==> src/rtl/kic_pkg.sv <==
package kic_pkg;

    localparam int SLOT_W = 8;
    localparam int SIZE_W = 49;
    localparam int LEN_W = 48;

    typedef enum logic [1:0] {
        REQ_LOOKUP = 2'd0,
        REQ_RELEASE = 2'd1,
        REQ_MAP = 2'd2,
        REQ_UNMAP = 2'd3
    } req_t;

    typedef enum logic [2:0] {
        ST_HIT = 3'd0,
        ST_FREE = 3'd1,
        ST_EVICT = 3'd2,
        ST_BYPASS = 3'd3,
        ST_BADLEN = 3'd4,
        ST_NOCREATE = 3'd5,
        ST_COUNT_OK = 3'd6,
        ST_COUNT_ERR = 3'd7
    } status_t;

    typedef enum logic [2:0] {
        OP_NONE,
        OP_INSTALL,
        OP_HIT,
        OP_HOLD_DEC,
        OP_MAP_INC,
        OP_MAP_DEC
    } op_t;

    typedef struct packed {
        logic [15:0] dev_type;
        logic [31:0] dev_number;
        logic [63:0] object_path;
        logic [31:0] object_version;
        logic [63:0] byte_offset;
        logic [SIZE_W-1:0] size;
    } key_t;

    // Partial scan result handed from one cell to the next.
    typedef struct packed {
        logic valid;
        logic hit;
        logic [SLOT_W-1:0] hit_idx;
        logic [7:0] hit_holder;
        logic free_found;
        logic [SLOT_W-1:0] free_idx;
        logic idle_found;
        logic [SLOT_W-1:0] idle_idx;
        logic [63:0] best_stamp;
        logic tgt_used;
        logic [7:0] tgt_holder;
        logic [7:0] tgt_mapper;
    } carry_t;

    typedef struct packed {
        op_t op;
        logic [SLOT_W-1:0] idx;
        logic [63:0] stamp;
    } cmd_t;

endpackage

==> src/rtl/kic_cell.sv <==
module kic_cell #(
    parameter int INDEX = 0
) (
    input  logic clk,
    input  logic rst_n,
    input  kic_pkg::key_t key,
    input  logic [kic_pkg::SLOT_W-1:0] target,
    input  kic_pkg::carry_t carry_in,
    output kic_pkg::carry_t carry_out,
    input  kic_pkg::cmd_t cmd
);

    localparam logic [kic_pkg::SLOT_W-1:0] MY_IDX = kic_pkg::SLOT_W'(INDEX);

    logic used_reg;
    kic_pkg::key_t key_reg;
    logic [7:0] holder_reg;
    logic [7:0] mapper_reg;
    logic [63:0] stamp_reg;
    kic_pkg::carry_t carry_reg, carry_next;
    logic valid_reg;
    logic match, idle, sel;

    assign match = used_reg && (key_reg == key);
    assign idle = used_reg && (holder_reg == 8'd1) && (mapper_reg == 8'd0);
    assign sel = (cmd.idx == MY_IDX);

    always_comb
    begin
        carry_next = carry_in;
        if (!carry_in.hit && match)
        begin
            carry_next.hit = 1'b1;
            carry_next.hit_idx = MY_IDX;
            carry_next.hit_holder = holder_reg;
        end
        if (!carry_in.free_found && !used_reg)
        begin
            carry_next.free_found = 1'b1;
            carry_next.free_idx = MY_IDX;
        end
        if (idle && (!carry_in.idle_found || stamp_reg < carry_in.best_stamp))
        begin
            carry_next.idle_found = 1'b1;
            carry_next.idle_idx = MY_IDX;
            carry_next.best_stamp = stamp_reg;
        end
        if (target == MY_IDX)
        begin
            carry_next.tgt_used = used_reg;
            carry_next.tgt_holder = holder_reg;
            carry_next.tgt_mapper = mapper_reg;
        end
    end

    always_ff @(posedge clk or negedge rst_n)
    begin
        if (!rst_n)
        begin
            used_reg <= 1'b0;
            valid_reg <= 1'b0;
        end
        else
        begin
            valid_reg <= carry_in.valid;
            if (sel && cmd.op == kic_pkg::OP_INSTALL)
            begin
                used_reg <= 1'b1;
            end
        end
    end

    always_ff @(posedge clk)
    begin
        carry_reg <= carry_next;
        if (sel)
        begin
            unique case (cmd.op)
                kic_pkg::OP_INSTALL:
                begin
                    key_reg <= key;
                    holder_reg <= 8'd2;
                    mapper_reg <= 8'd0;
                    stamp_reg <= cmd.stamp;
                end
                kic_pkg::OP_HIT:
                begin
                    holder_reg <= holder_reg + 8'd1;
                    stamp_reg <= cmd.stamp;
                end
                kic_pkg::OP_HOLD_DEC: holder_reg <= holder_reg - 8'd1;
                kic_pkg::OP_MAP_INC: mapper_reg <= mapper_reg + 8'd1;
                kic_pkg::OP_MAP_DEC: mapper_reg <= mapper_reg - 8'd1;
                default:
                begin
                end
            endcase
        end
    end

    always_comb
    begin
        carry_out = carry_reg;
        carry_out.valid = valid_reg;
    end

endmodule
==> config.mk <==
export PLATFORM = sky130hd
export DESIGN_NAME = kic_cell
export DESIGN_NICKNAME = d
export VERILOG_FILES = /design/src/rtl/kic_pkg.sv /design/src/rtl/kic_cell.sv
export SDC_FILE = /design/constraint.sdc
export NUM_CORES = 1
export LEC_CHECK = 0
export BUFFER_PORTS_ARGS = -buffer_cell sky130_fd_sc_hd__buf_2
export CAP_MARGIN = 20
export CORE_AREA = 2 2 224 226
export DETAILED_ROUTE_END_ITERATION = 6
export DIE_AREA = 0 0 226 228
export SLEW_MARGIN = 25
export SYNTH_ARGS = -nofsm -noshare
export SYNTH_HDL_FRONTEND = slang
export SYNTH_SLANG_ARGS = --single-unit
export TNS_END_PERCENT = 5
==> constraint.sdc <==
create_clock -name clk -period 3.9 [get_ports clk]
set_input_delay 0.195 -clock clk [delete_from_list [all_inputs] [get_ports clk]]
set_output_delay 0.195 -clock clk [all_outputs]
set_load 0.01 [all_outputs]
==> results.py <==
metrics = {
    "synthesis": {
        "syn_nets": 1919,
        "synth.area.mux_share": 0.05063,
        "synth_edf_count": 337,
        "synth-xor-area-share": 0.06622,
        "synth_cells": 1387,
        "ys_types": 63,
        "synth_ff_type": "edfxtp_1",
        "synth-compound-area-share": 0.07242,
        "async_flop_share": 0.004396,
        "synthAdderAreaFrac": 0.04802,
        "synth_top_family_by_area": "compound AO/OA/AOI/OAI gates",
        "netlist_area_mm2": 0.01918,
        "ys_seq_area_frac": 0.6514,
        "yosys_warnings": 0,
        "synth.avg_cell_area_um2": 13.83,
        "synthSimpleGateAreaFrac": 0.06948,
        "ys_seq_elements": 455,
    },
    "hold_path": {
        "whs_endpoint": "key_reg[146]",
        "hold_depth": 2,
        "min_from": "cmd[73]",
        "hold_path_class": "input port to register",
    },
    "clock_network": {
        "cts_inserted_buffers": 50,
        "cts_setup_buffers": 0,
        "htreeDepth": 2,
        "path_clk_slew_ns": 0.06,
        "clock_latency_ns": 0.61,
        "cts_root_buf": "clkbuf_16",
        "clockBufferDepth": 3,
        "cts_sinks": 455,
        "hold_buffers": 444,
        "cts_resized": 0,
        "cts_tree": "yes",
    },
    "setup_path": {
        "path_cells": "xor2_1, nor4_1, nand4_1, or4_1, nor4_1, nand4_4, mux2_4",
        "end_kind": "register",
        "r2r_cells": 7,
        "slowest_stage": "nor4_1",
        "critPathMostFrequentCell": "nor4_1",
        "worstSetupPathType": "register to register",
        "r2r_slack_ns": 0.46,
        "cp_data_arrival_time_ns": 3.91,
        "slowest_delay_ns": 0.83,
        "rr_endpoint": "carry_out[105]",
        "cp-start-kind": "register",
        "path_max_fanout": 17,
        "r2r-start": "key_reg[58]",
        "worstPathRequired_ns": 4.37,
    },
    "pwr": {
        "leakage_nw": 12.37,
        "power.density_mw_per_mm2": 382.1,
        "vdd_drop_max_uv": 415.2,
    },
    "grt": {
        "grt_max_degree": 80,
        "grt_first_pass_wirelength_um": 95110,
        "antenna_found_initial": 14,
        "first_global_vias": 16872,
        "grtUsageTotal": 0.2444,
        "grt_remaining_overflow": 0,
    },
    "layout": {
        "fillers": 3869,
        "final_common_cell": "buf_2",
        "largest_reg_flops": 257,
        "final_cell_mix": "buf_2 (575), dlygate4sd3_1 (444), edfxtp_1 (337), inv_1 (196), dfxtp_1 (116)",
        "area_delta_synth_final_pct": 51.95,
        "final_layout_size_suffix_gt1_frac": 0.3101,
        "fin_nets": 2989,
        "ff_latch_area_mm2": 0.01249,
        "multi_input_area_mm2": 0.005948,
    },
    "routing": {
        "drc": 0,
        "post_drt_via_cell_ratio": 4.876,
        "drtIter0Drc": 880,
        "firstDrtPassIters": 5,
        "avgRoutedWirePerCell_um": 20.26,
        "drtAntennaViolNets": 0,
        "vias": 15520,
        "drt-total-wl_um": 64480,
    },
    "floorplan": {
        "io-pin-count": 576,
        "die_w_um": 226,
        "core_mm2": 0.04935,
        "dieArea_mm2": 0.05153,
        "start_util": 0.3886,
        "die_y_um": 228,
        "num_rows": 82,
    },
    "placed_design": {
        "dp_hpwl_um": 46570,
        "pre_cts_ws_ns": 0.5514,
        "place.gp.congestion": 0.8769,
        "place.port_buffers": 575,
    },
    "timing": {
        "setup_viol": 0,
        "finalSetupTns_ns": 0,
        "final_hold_viol_count": 0,
        "fin_skew_ns": 0.03577,
        "drv_slew": 0,
        "whs_ns": 0.07531,
        "min_period_ns": 3.444,
        "worst_slew_pin_slew_ns": 0.9296,
        "fmax_mhz": 290.4,
        "setup_ws_ns": 0.4564,
        "fin_crit_sh": 0.8830,
        "relSlewSlack": 0.3746,
        "rsz0062_at_grt": "false",
    },
    "run": {
        "maxCapViolations": 0,
    },
    "status": {
        "status": "finished, final reports clean",
    },
}
==> where the power goes <==
group | leakage [nW] | internal (mW) | total [mW] | switching, mW
clock | 0.793 | 2.71 | 4.71 | 2.01
combinational | 7.54 | 0.659 | 1.14 | 0.486
sequential | 4.04 | 5.26 | 5.28 | 0.0235
total | 12.4 | 8.62 | 11.1 | 2.51
==> layer usage <==
layer  wire length, µm  vias to the layer above  GRT usage  share of wire
li1                  -                     7245          -              -
met1             24550                     7485     0.2798           0.38
met2             32810                      648     0.4381           0.51
met3              4550                      140    0.05062          0.071
met4              2553                        2     0.1055          0.040
met5                13                        -          0        0.00020
==> kinds of logic after synthesis <==
family | after synthesis
DFF | 455
and+or+nand+nor | 225
buffers and inverters | 211
AOI/OAI and AO/OA | 192
xor gates and xnor gates | 145
muxes | 86
adders and majority gates | 73
==> stage by stage <==
step / util / power, mW / area, µm² / instances
after floorplan: - / 5.665 / 19220 / 1387
after global placement: 0.4667 / 6.109 / 23030 / 2633
after detailed placement: 0.4668 / 6.125 / 23040 / 2633
after CTS: 0.5899 / 11.22 / 29110 / 3171
after global routing: 0.5904 / 11.50 / 29140 / 3181
final: 0.5905 / 11.14 / 29140 / 3183
==> critical path: cells and delay by family, from the launching register on <==
kind | cells | cell delay [ns]
xor+xnor | 1 | 0.15
flops | 1 | 0.39
mux | 1 | 0.43
simple gates | 5 | 2.31
==> area by class of cell <==
class	instances	area share
diodes	12	0.001030
clock buffers	64	0.04577
clock inverters	30	0.01018
inverters	196	0.02525
multi-input cells	721	0.2041
flip-flops and latches	455	0.4287
well taps	672	0.02885
repair buffers	1033	0.2562
==> cells in the mapped netlist (all sizes together) (17+ instances only) <==
master / count / area (µm²)
ha: 72 / 900.9
edfxtp: 337 / 10120
nand2: 23 / 86.33
inv: 196 / 735.7
and2: 17 / 116.4
a21o: 19 / 142.6
dfxtp: 116 / 2322
a221oi: 27 / 236.5
mux2: 85 / 960.9
o2bb2ai: 20 / 175.2
nor2: 30 / 112.6
o22ai: 45 / 281.5
nand2b: 17 / 106.4
xnor2: 39 / 341.6
nor2b: 22 / 145.1
a21oi: 24 / 120.1
nand4: 35 / 234.0
xor2: 106 / 928.4
nor4: 46 / 302.8
==> worst max path at each step <==
stage / from / endpoint / depth (start not counted)
finish: key_reg[58] / carry_out[105] / 7
global route: key_reg[58] / carry_out[104] / 7
CTS: key_reg[58] / carry_out[105] / 7
detailed placement: key_reg[58] / carry_out[105] / 7
global placement: key_reg[58] / carry_out[105] / 7
floorplan: cmd[69] / used_reg / 4
Power figures use the tool's default switching activity.
