**src/rtl/kic_pkg.sv**
```systemverilog
package kic_pkg;

    localparam int SLOT_W = 8;
    localparam int SIZE_W = 49;
    localparam int LEN_W = 48;

    typedef enum logic [1:0] {
        REQ_LOOKUP = 2'd0,
        REQ_RELEASE = 2'd1,
        REQ_MAP = 2'd2,
        REQ_UNMAP = 2'd3
    } req_t;

    typedef enum logic [2:0] {
        ST_HIT = 3'd0,
        ST_FREE = 3'd1,
        ST_EVICT = 3'd2,
        ST_BYPASS = 3'd3,
        ST_BADLEN = 3'd4,
        ST_NOCREATE = 3'd5,
        ST_COUNT_OK = 3'd6,
        ST_COUNT_ERR = 3'd7
    } status_t;

    typedef enum logic [2:0] {
        OP_NONE,
        OP_INSTALL,
        OP_HIT,
        OP_HOLD_DEC,
        OP_MAP_INC,
        OP_MAP_DEC
    } op_t;

    typedef struct packed {
        logic [15:0] dev_type;
        logic [31:0] dev_number;
        logic [63:0] object_path;
        logic [31:0] object_version;
        logic [63:0] byte_offset;
        logic [SIZE_W-1:0] size;
    } key_t;

    // Partial scan result handed from one cell to the next.
    typedef struct packed {
        logic valid;
        logic hit;
        logic [SLOT_W-1:0] hit_idx;
        logic [7:0] hit_holder;
        logic free_found;
        logic [SLOT_W-1:0] free_idx;
        logic idle_found;
        logic [SLOT_W-1:0] idle_idx;
        logic [63:0] best_stamp;
        logic tgt_used;
        logic [7:0] tgt_holder;
        logic [7:0] tgt_mapper;
    } carry_t;

    typedef struct packed {
        op_t op;
        logic [SLOT_W-1:0] idx;
        logic [63:0] stamp;
    } cmd_t;

endpackage

```
**src/rtl/kic_pgrnd.sv**
```systemverilog
module kic_pgrnd #(
    parameter int PAGE_BYTES = 4096
) (
    input  logic clk,
    input  logic rst_n,
    input  logic start,
    input  logic [kic_pkg::SIZE_W-1:0] dividend,
    output logic done,
    output logic [kic_pkg::SIZE_W-1:0] remainder
);

    localparam int DIG_W = 16;
    localparam int DIGITS = 4;
    localparam int DVD_W = DIG_W * DIGITS;
    localparam int CNT_W = $clog2(DIGITS + 1);
    localparam logic [32:0] RECIP = 33'((64'd1 << 32) / 64'(PAGE_BYTES));
    localparam logic [31:0] DIVISOR = 32'(PAGE_BYTES);

    logic [DVD_W-1:0] dvd_reg, dvd_next;
    logic [DIG_W-1:0] rem_reg, rem_next;
    logic [31:0] val_reg, val_next;
    logic [31:0] quot_reg, quot_next;
    logic [CNT_W-1:0] cnt_reg, cnt_next;
    logic phase_reg, phase_next;
    logic busy_reg, busy_next;
    logic done_reg, done_next;
    logic [31:0] val;
    logic [64:0] prod;
    logic [48:0] back;
    logic [31:0] diff;

    // The remainder is reduced one 16-bit digit at a time, most significant first.
    // For each digit a reciprocal estimate of the quotient is formed first, then the
    // back-multiplication with one correcting subtraction.
    always_comb
    begin
        val = {rem_reg, dvd_reg[DVD_W-1 -: DIG_W]};
        prod = 65'(val) * 65'(RECIP);
        back = 49'(quot_reg) * 49'(DIVISOR);
        diff = val_reg - back[31:0];
        if (diff >= DIVISOR)
        begin
            diff = diff - DIVISOR;
        end
        dvd_next = dvd_reg;
        rem_next = rem_reg;
        val_next = val_reg;
        quot_next = quot_reg;
        cnt_next = cnt_reg;
        phase_next = phase_reg;
        busy_next = busy_reg;
        done_next = 1'b0;
        if (start)
        begin
            dvd_next = DVD_W'(dividend);
            rem_next = '0;
            cnt_next = CNT_W'(DIGITS);
            phase_next = 1'b0;
            busy_next = 1'b1;
        end
        else if (busy_reg)
        begin
            if (!phase_reg)
            begin
                val_next = val;
                quot_next = prod[63:32];
                dvd_next = dvd_reg << DIG_W;
                phase_next = 1'b1;
            end
            else
            begin
                rem_next = diff[DIG_W-1:0];
                cnt_next = cnt_reg - 1'b1;
                phase_next = 1'b0;
                if (cnt_reg == CNT_W'(1))
                begin
                    busy_next = 1'b0;
                    done_next = 1'b1;
                end
            end
        end
    end

    always_ff @(posedge clk or negedge rst_n)
    begin
        if (!rst_n)
        begin
            busy_reg <= 1'b0;
            done_reg <= 1'b0;
            cnt_reg <= '0;
            phase_reg <= 1'b0;
        end
        else
        begin
            busy_reg <= busy_next;
            done_reg <= done_next;
            cnt_reg <= cnt_next;
            phase_reg <= phase_next;
        end
    end

    always_ff @(posedge clk)
    begin
        dvd_reg <= dvd_next;
        rem_reg <= rem_next;
        val_reg <= val_next;
        quot_reg <= quot_next;
    end

    assign done = done_reg;
    assign remainder = kic_pkg::SIZE_W'(rem_reg);

endmodule

```
**config.mk**
```make
export PLATFORM = sky130hd
export DESIGN_NAME = kic_pgrnd
export DESIGN_NICKNAME = d
export VERILOG_FILES = /design/src/rtl/kic_pkg.sv /design/src/rtl/kic_pgrnd.sv
export SDC_FILE = /design/constraint.sdc
export NUM_CORES = 1
export LEC_CHECK = 0
export ABC_AREA = 1
export BUFFER_PORTS_ARGS = -buffer_cell sky130_fd_sc_hd__buf_4
export CAP_MARGIN = 15
export CORE_AREA = 2 2 89 91
export CTS_CLUSTER_SIZE = 40
export DETAILED_ROUTE_END_ITERATION = 6
export DIE_AREA = 0 0 91 93
export HOLD_SLACK_MARGIN = 0.15
export PLACE_DENSITY = 0.82
export SETUP_SLACK_MARGIN = 0.1
export SYNTH_ARGS = -nofsm -noshare
export SYNTH_HDL_FRONTEND = slang
export SYNTH_SLANG_ARGS = --single-unit
```
**constraint.sdc**
```tcl
create_clock -name clk -period 1.8 [get_ports clk]
set_clock_uncertainty 0.2 [all_clocks]
set_input_delay 0.18 -clock clk [delete_from_list [all_inputs] [get_ports clk]]
set_output_delay 0.18 -clock clk [all_outputs]
set_load 0.02 [all_outputs]
```
==> results.ini, run 1 <==
[outcome]
outcome=completed

[sta]
report.final.slew_viol_count=0
layout_setup_ws_ps=114.3
setup_tns_ps=0
hold_viol=0
fin_crit_sh_pct=93.65
rsz0062_at_grt=false
fin_hold_ws_ps=234.0
setup_violations=0
fin_crit_ps=1686
max_freq_mhz=593.2

[global_routing]
antenna_found_initial=0
grt_pass1_wl_um=9577
gr-usage-all-layers_pct=14.47
overflow=0
grt_pass1_vias=2292
grt_max_degree=53

[job]
drv_cap=0

[yosys]
synth.area.top_cells=edfxtp_1, dfxtp_1, nand2_1
syn_area_mm2=0.003354
synthArstFlopShare_pct=7.692
synth_top_area_share_pct=43.86
ys_types=20
synth.most_common_cell=nand2_1
seq_area_frac_synth_pct=62.07
synthCells=333
ys.flop_type=edfxtp_1
yosys_warnings=0
synthTopCellsByCount=nand2_1, edfxtp_1, buf_4
avgSynthCellArea_um2=10.07
synth-edff-count=49
ys_seq_elements=78
yosysTopAreaCell=edfxtp_1

[pwr]
ir_worst_vdd_v=0.0005426
swShare_pct=23.05
p_leak_nw=2.077
p_total_mw=4.173
seqPwrFrac_pct=51.3
net-switching-power_uw=961.8
pwr-share-clk_pct=35.9
p_int_mw=3.211
combPwrFrac_pct=12.8
power.density_mw_per_mm2=945.3

[detailed_routing]
wl_per_cell_um=10.99
dr_total_vias=2326
ant_nets=0
dr.pass1.iters=4
drt-initial-drc-count=112
routed_wl_um=5934
via_per_inst=4.307
drc=0

[layout]
layout-drive-gt1-share_pct=19.86
multi_input_area_um2=924.6
seqCellArea_mm2=0.002083
antennaDiodeCount=0
fill_cells=671
largest_reg_flops=48
final_core_util_pct=58.64
final_nets=487
areaGrowthSynthToFinish_pct=31.59

[floorplanning]
rows=32
start_util_pct=44.56
die_y_um=93
dieArea_mm2=0.008463
ios=102
core_area_mm2=0.007527
die_width_um=91

[critical_path]
reg2reg_to=val_reg[1]
worstPathCellList=dlygate4sd3_1, buf_6, nand2_1, dlygate4sd3_1, nand2_1
startpoint_type=input port
arrival_ps=1590
required_ps=1710
crit_fanout=10
cp-end-kind=flip-flop
reg2reg_slack_ps=250
cp-endpoint=dvd_reg[22]
cpMaxStageDelayCell=dlygate4sd3_1
rr_worst_depth=4
cp-startpoint=start
worstSetupPathType=input port to flip-flop
crit_path_max_incr_delay_ps=570
r2r-start=busy_reg

[clocking]
cts_tree=done
cts_buffers=9
clockRootBuffer=clkbuf_8
cts.sinks=78
htree_levels=3
cts.clk_slew.worst_paths_ps=80
clk-insertion-delay-late_ps=340
cts_max_path_buffers=2

[hold_path]
min_path_type=flip-flop to flip-flop

[place]
dp_hpwl_um=3758
place_ws_ps=171.5
portBuffers=52
gp_congestion=0.7365

timing repair:
item | 4_1_cts | 5_1_grt
hold endpoints to repair | 44 | 0
gates resized for setup | 0 | 4
setup endpoints to repair | 0 | 45
setup buffers | 0 | 2
hold buffers | 46 | 0
per-stage QoR:
stage,cells,area (µm²)
floorplan,369,3503
global placement,476,3681
detailed placement,476,3681
CTS,538,4388
global route,540,4414
finish,540,4414
worst max-delay path: cells and delay by family:
family	cells	cell delay, ps
buffers and inverters	3	1300
AND/OR/NAND/NOR	2	120
layout make-up:
class / count / share of cell area [%]
Sequential cell: 78 / 47.19
Inverter: 20 / 1.956
Clock inverter: 3 / 0.9921
Timing Repair Buffer: 108 / 21.43
Clock buffer: 13 / 4.592
Multi-Input combinational cell: 216 / 20.95
Tap cell: 102 / 2.891
per-layer routing:
metal / track usage, % / routed length, µm
met5: 0 / 0
met1: 14.22 / 2284
met4: 5.429 / 106
met2: 27.65 / 3254
met3: 5.238 / 288
power groups by stage:
stage	clock, mW	sequential [mW]	combinational [mW]
after detailed placement	0	2.18	0.445
after CTS	1.53	2.14	0.525
after floorplan	0	2.18	0.358
final	1.50	2.14	0.533
after global routing	1.60	2.16	0.593
after global placement	0	2.17	0.430
cell families (layout without fill, tap and decap cells):
family	count (synthesis)	count (layout)	synth area share, %
simple gates	162	162	20.14
flops	78	78	62.07
buf+inv	75	144	14.70
compound gates	15	15	2.238
fa+ha+maj	2	2	0.7459
other cells	1	37	0.1118
how the worst min path moves through the flow:
stage | start | endpoint | slack [ps] | cells after the start
2_1_floorplan | rst_n | busy_reg | -320 | 0
3_3_place_gp | rst_n | done | -210 | 1
3_5_place_dp | rst_n | cnt_reg[1] | -200 | 1
4_1_cts | dvd_reg[54] | val_reg[6] | 230 | 0
5_1_grt | dvd_reg[48] | val_reg[0] | 240 | 0
6_report | dvd_reg[54] | val_reg[6] | 230 | 0
placed cells by master (no fill, tap or decap), drive strengths merged:
master,n
nand4,1
clkinv,2
inv,19
dlygate4sd3,46
nand2,117
o21ai,2
nor2,6
nand3,38
bufinv,1
dfrtp,6
clkinvlp,1
a21oi,13
buf,62
dfxtp,23
edfxtp,49
conb,37
ha,2
clkbuf,13
No activity file was read; power rests on OpenSTA's default activity.
==> inputs of run 2 (changes only) <==
CORE_AREA = 2 2 80 82   (was 2 2 89 91)
CTS_BUF_LIST = sky130_fd_sc_hd__clkbuf_8   (was not set)
DIE_AREA = 0 0 82 84   (was 0 0 91 93)
PLACE_DENSITY = 0.94   (was 0.82)
clock period = 2.05 ns   (was 1.8 ns; I/O delays follow)
==> run 2 against run 1 <==
- utilization increased by 11 points
- worst hold slack lost 0.66 ps
- cell area is 4.3% lower
- via count rose by 6.5%
- count of clock-buffer cells in the layout shrank 2
- routed wire length rose by 23%
- critical path depth unchanged
- worst setup slack better by 240 ps
- final cell count fell by 6.3%
- power decreased by 16%
- critical endpoint is now dvd_reg[37]
- largest cell class unchanged
==> results.ini, run 2 (synthesized netlist as in run 1, its figures left out) <==
[clocking]
cts.sinks=78
cts.clk_slew.worst_paths_ps=70
htree_levels=3
cts_tree=done
cts_max_path_buffers=2
hold_buffers=40
cts_buffers=9
cts_resized=0
clk-insertion-delay-late_ps=350
cts_setup_buffers=0
clockRootBuffer=clkbuf_8

[pwr]
seqPwrFrac_pct=53.8
net-switching-power_uw=871.5
combPwrFrac_pct=13.2
power.density_mw_per_mm2=831.4
ir_worst_vdd_v=0.0005312
p_int_mw=2.639
swShare_pct=24.82
pwr-share-clk_pct=33.0
p_leak_nw=2.022

[global_routing]
grt_pass1_vias=2538
grt_pass1_wl_um=11540
gr-usage-all-layers_pct=22.99
antenna_found_initial=0
grt_max_degree=53
overflow=0

[floorplanning]
die_width_um=82
ios=102
die_y_um=84
rows=29
dieArea_mm2=0.006888
start_util_pct=55.03
core_area_mm2=0.006096

[sta]
setup_violations=0
setup_tns_ps=0
rsz0062_at_grt=false
hold_viol=0
max_freq_mhz=589.1
fin_crit_sh_pct=82.81
fin_crit_ps=1698
report.final.slew_viol_count=0

[job]
drv_cap=0

[critical_path]
required_ps=1900
startpoint_type=input port
worstSetupPathType=input port to flip-flop
arrival_ps=1550
reg2reg_slack_ps=390
crit_fanout=37
cp-end-kind=flip-flop

[layout]
fin_area_mm2=0.004223
largest_reg_flops=48
multi_input_area_um2=914.6
layout-drive-gt1-share_pct=18.65
final_nets=478
seqCellArea_mm2=0.002082
layout_common_cells=nand2_1, buf_4, edfxtp_1
areaGrowthSynthToFinish_pct=25.89
final_common_cell=nand2_1
antennaDiodeCount=0
fill_cells=427
final_core_util_pct=69.27

[outcome]
outcome=completed

[detailed_routing]
drt-initial-drc-count=195
via_per_inst=4.895
routed_wl_um=7293
wl_per_cell_um=14.41
drc=0
dr.pass1.iters=4
ant_nets=0
dr_total_vias=2477

[place]
place_area_mm2=0.003620
gp_congestion=0.7362
dp_hpwl_um=3977
portBuffers=52

[hold_path]
min_path_type=flip-flop to flip-flop

[run 2: power groups by stage]
stage / Clock (mW) / Sequential [mW] / Combinational, mW
floorplan: 0 / 1.92 / 0.311
global placement: 0 / 1.91 / 0.367
detailed placement: 0 / 1.92 / 0.387
CTS: 1.17 / 1.89 / 0.452
global route: 1.23 / 1.90 / 0.508
finish: 1.16 / 1.89 / 0.464
[run 2: path summary, 6_finish.rpt]
kind | start | cells past startpoint | to
setup / recovery | start | 5 | dvd_reg[37]
hold / removal | dvd_reg[50] | 0 | val_reg[2]
setup reg to reg | phase_reg | 5 | val_reg[7]
hold reg to reg | dvd_reg[50] | 0 | val_reg[2]
max in group asynchronous | rst_n | 3 | cnt_reg[1]
min in group asynchronous | rst_n | 3 | phase_reg
[run 2: area by class of cell]
type	count	area share, %
Multi-Input combinational cell	216	21.66
Inverter	20	1.985
Tap cell	77	2.281
Clock buffer	11	3.585
Timing Repair Buffer	99	19.97
Sequential cell	78	49.30
Clock inverter	5	1.215
[run 2: critical path, stage by stage]
cell and delay [ps]:
dlygate4sd3_1 540, buf_4 170, nor2_1 220, clkinvlp_4 110, buf_4 280
[run 2: routing by layer]
layer	track usage (%)	routed length (µm)
met2	41.69	4032
met1	24.14	2601
met5	0	0
met4	11.06	165
met3	5.411	494
[run 2: stage by stage]
stage	std cells	total power [mW]	worst slack, ps	hold slack (ps)
2_1_floorplan	369	2.229	136.0	-290.6
5_1_grt	506	3.637	304.5	251.3
3_5_place_dp	450	2.306	397.9	-180.3
6_report	506	3.511	352.4	233.3
4_1_cts	506	3.503	389.3	233.4
3_3_place_gp	450	2.273	437.6	-185.1
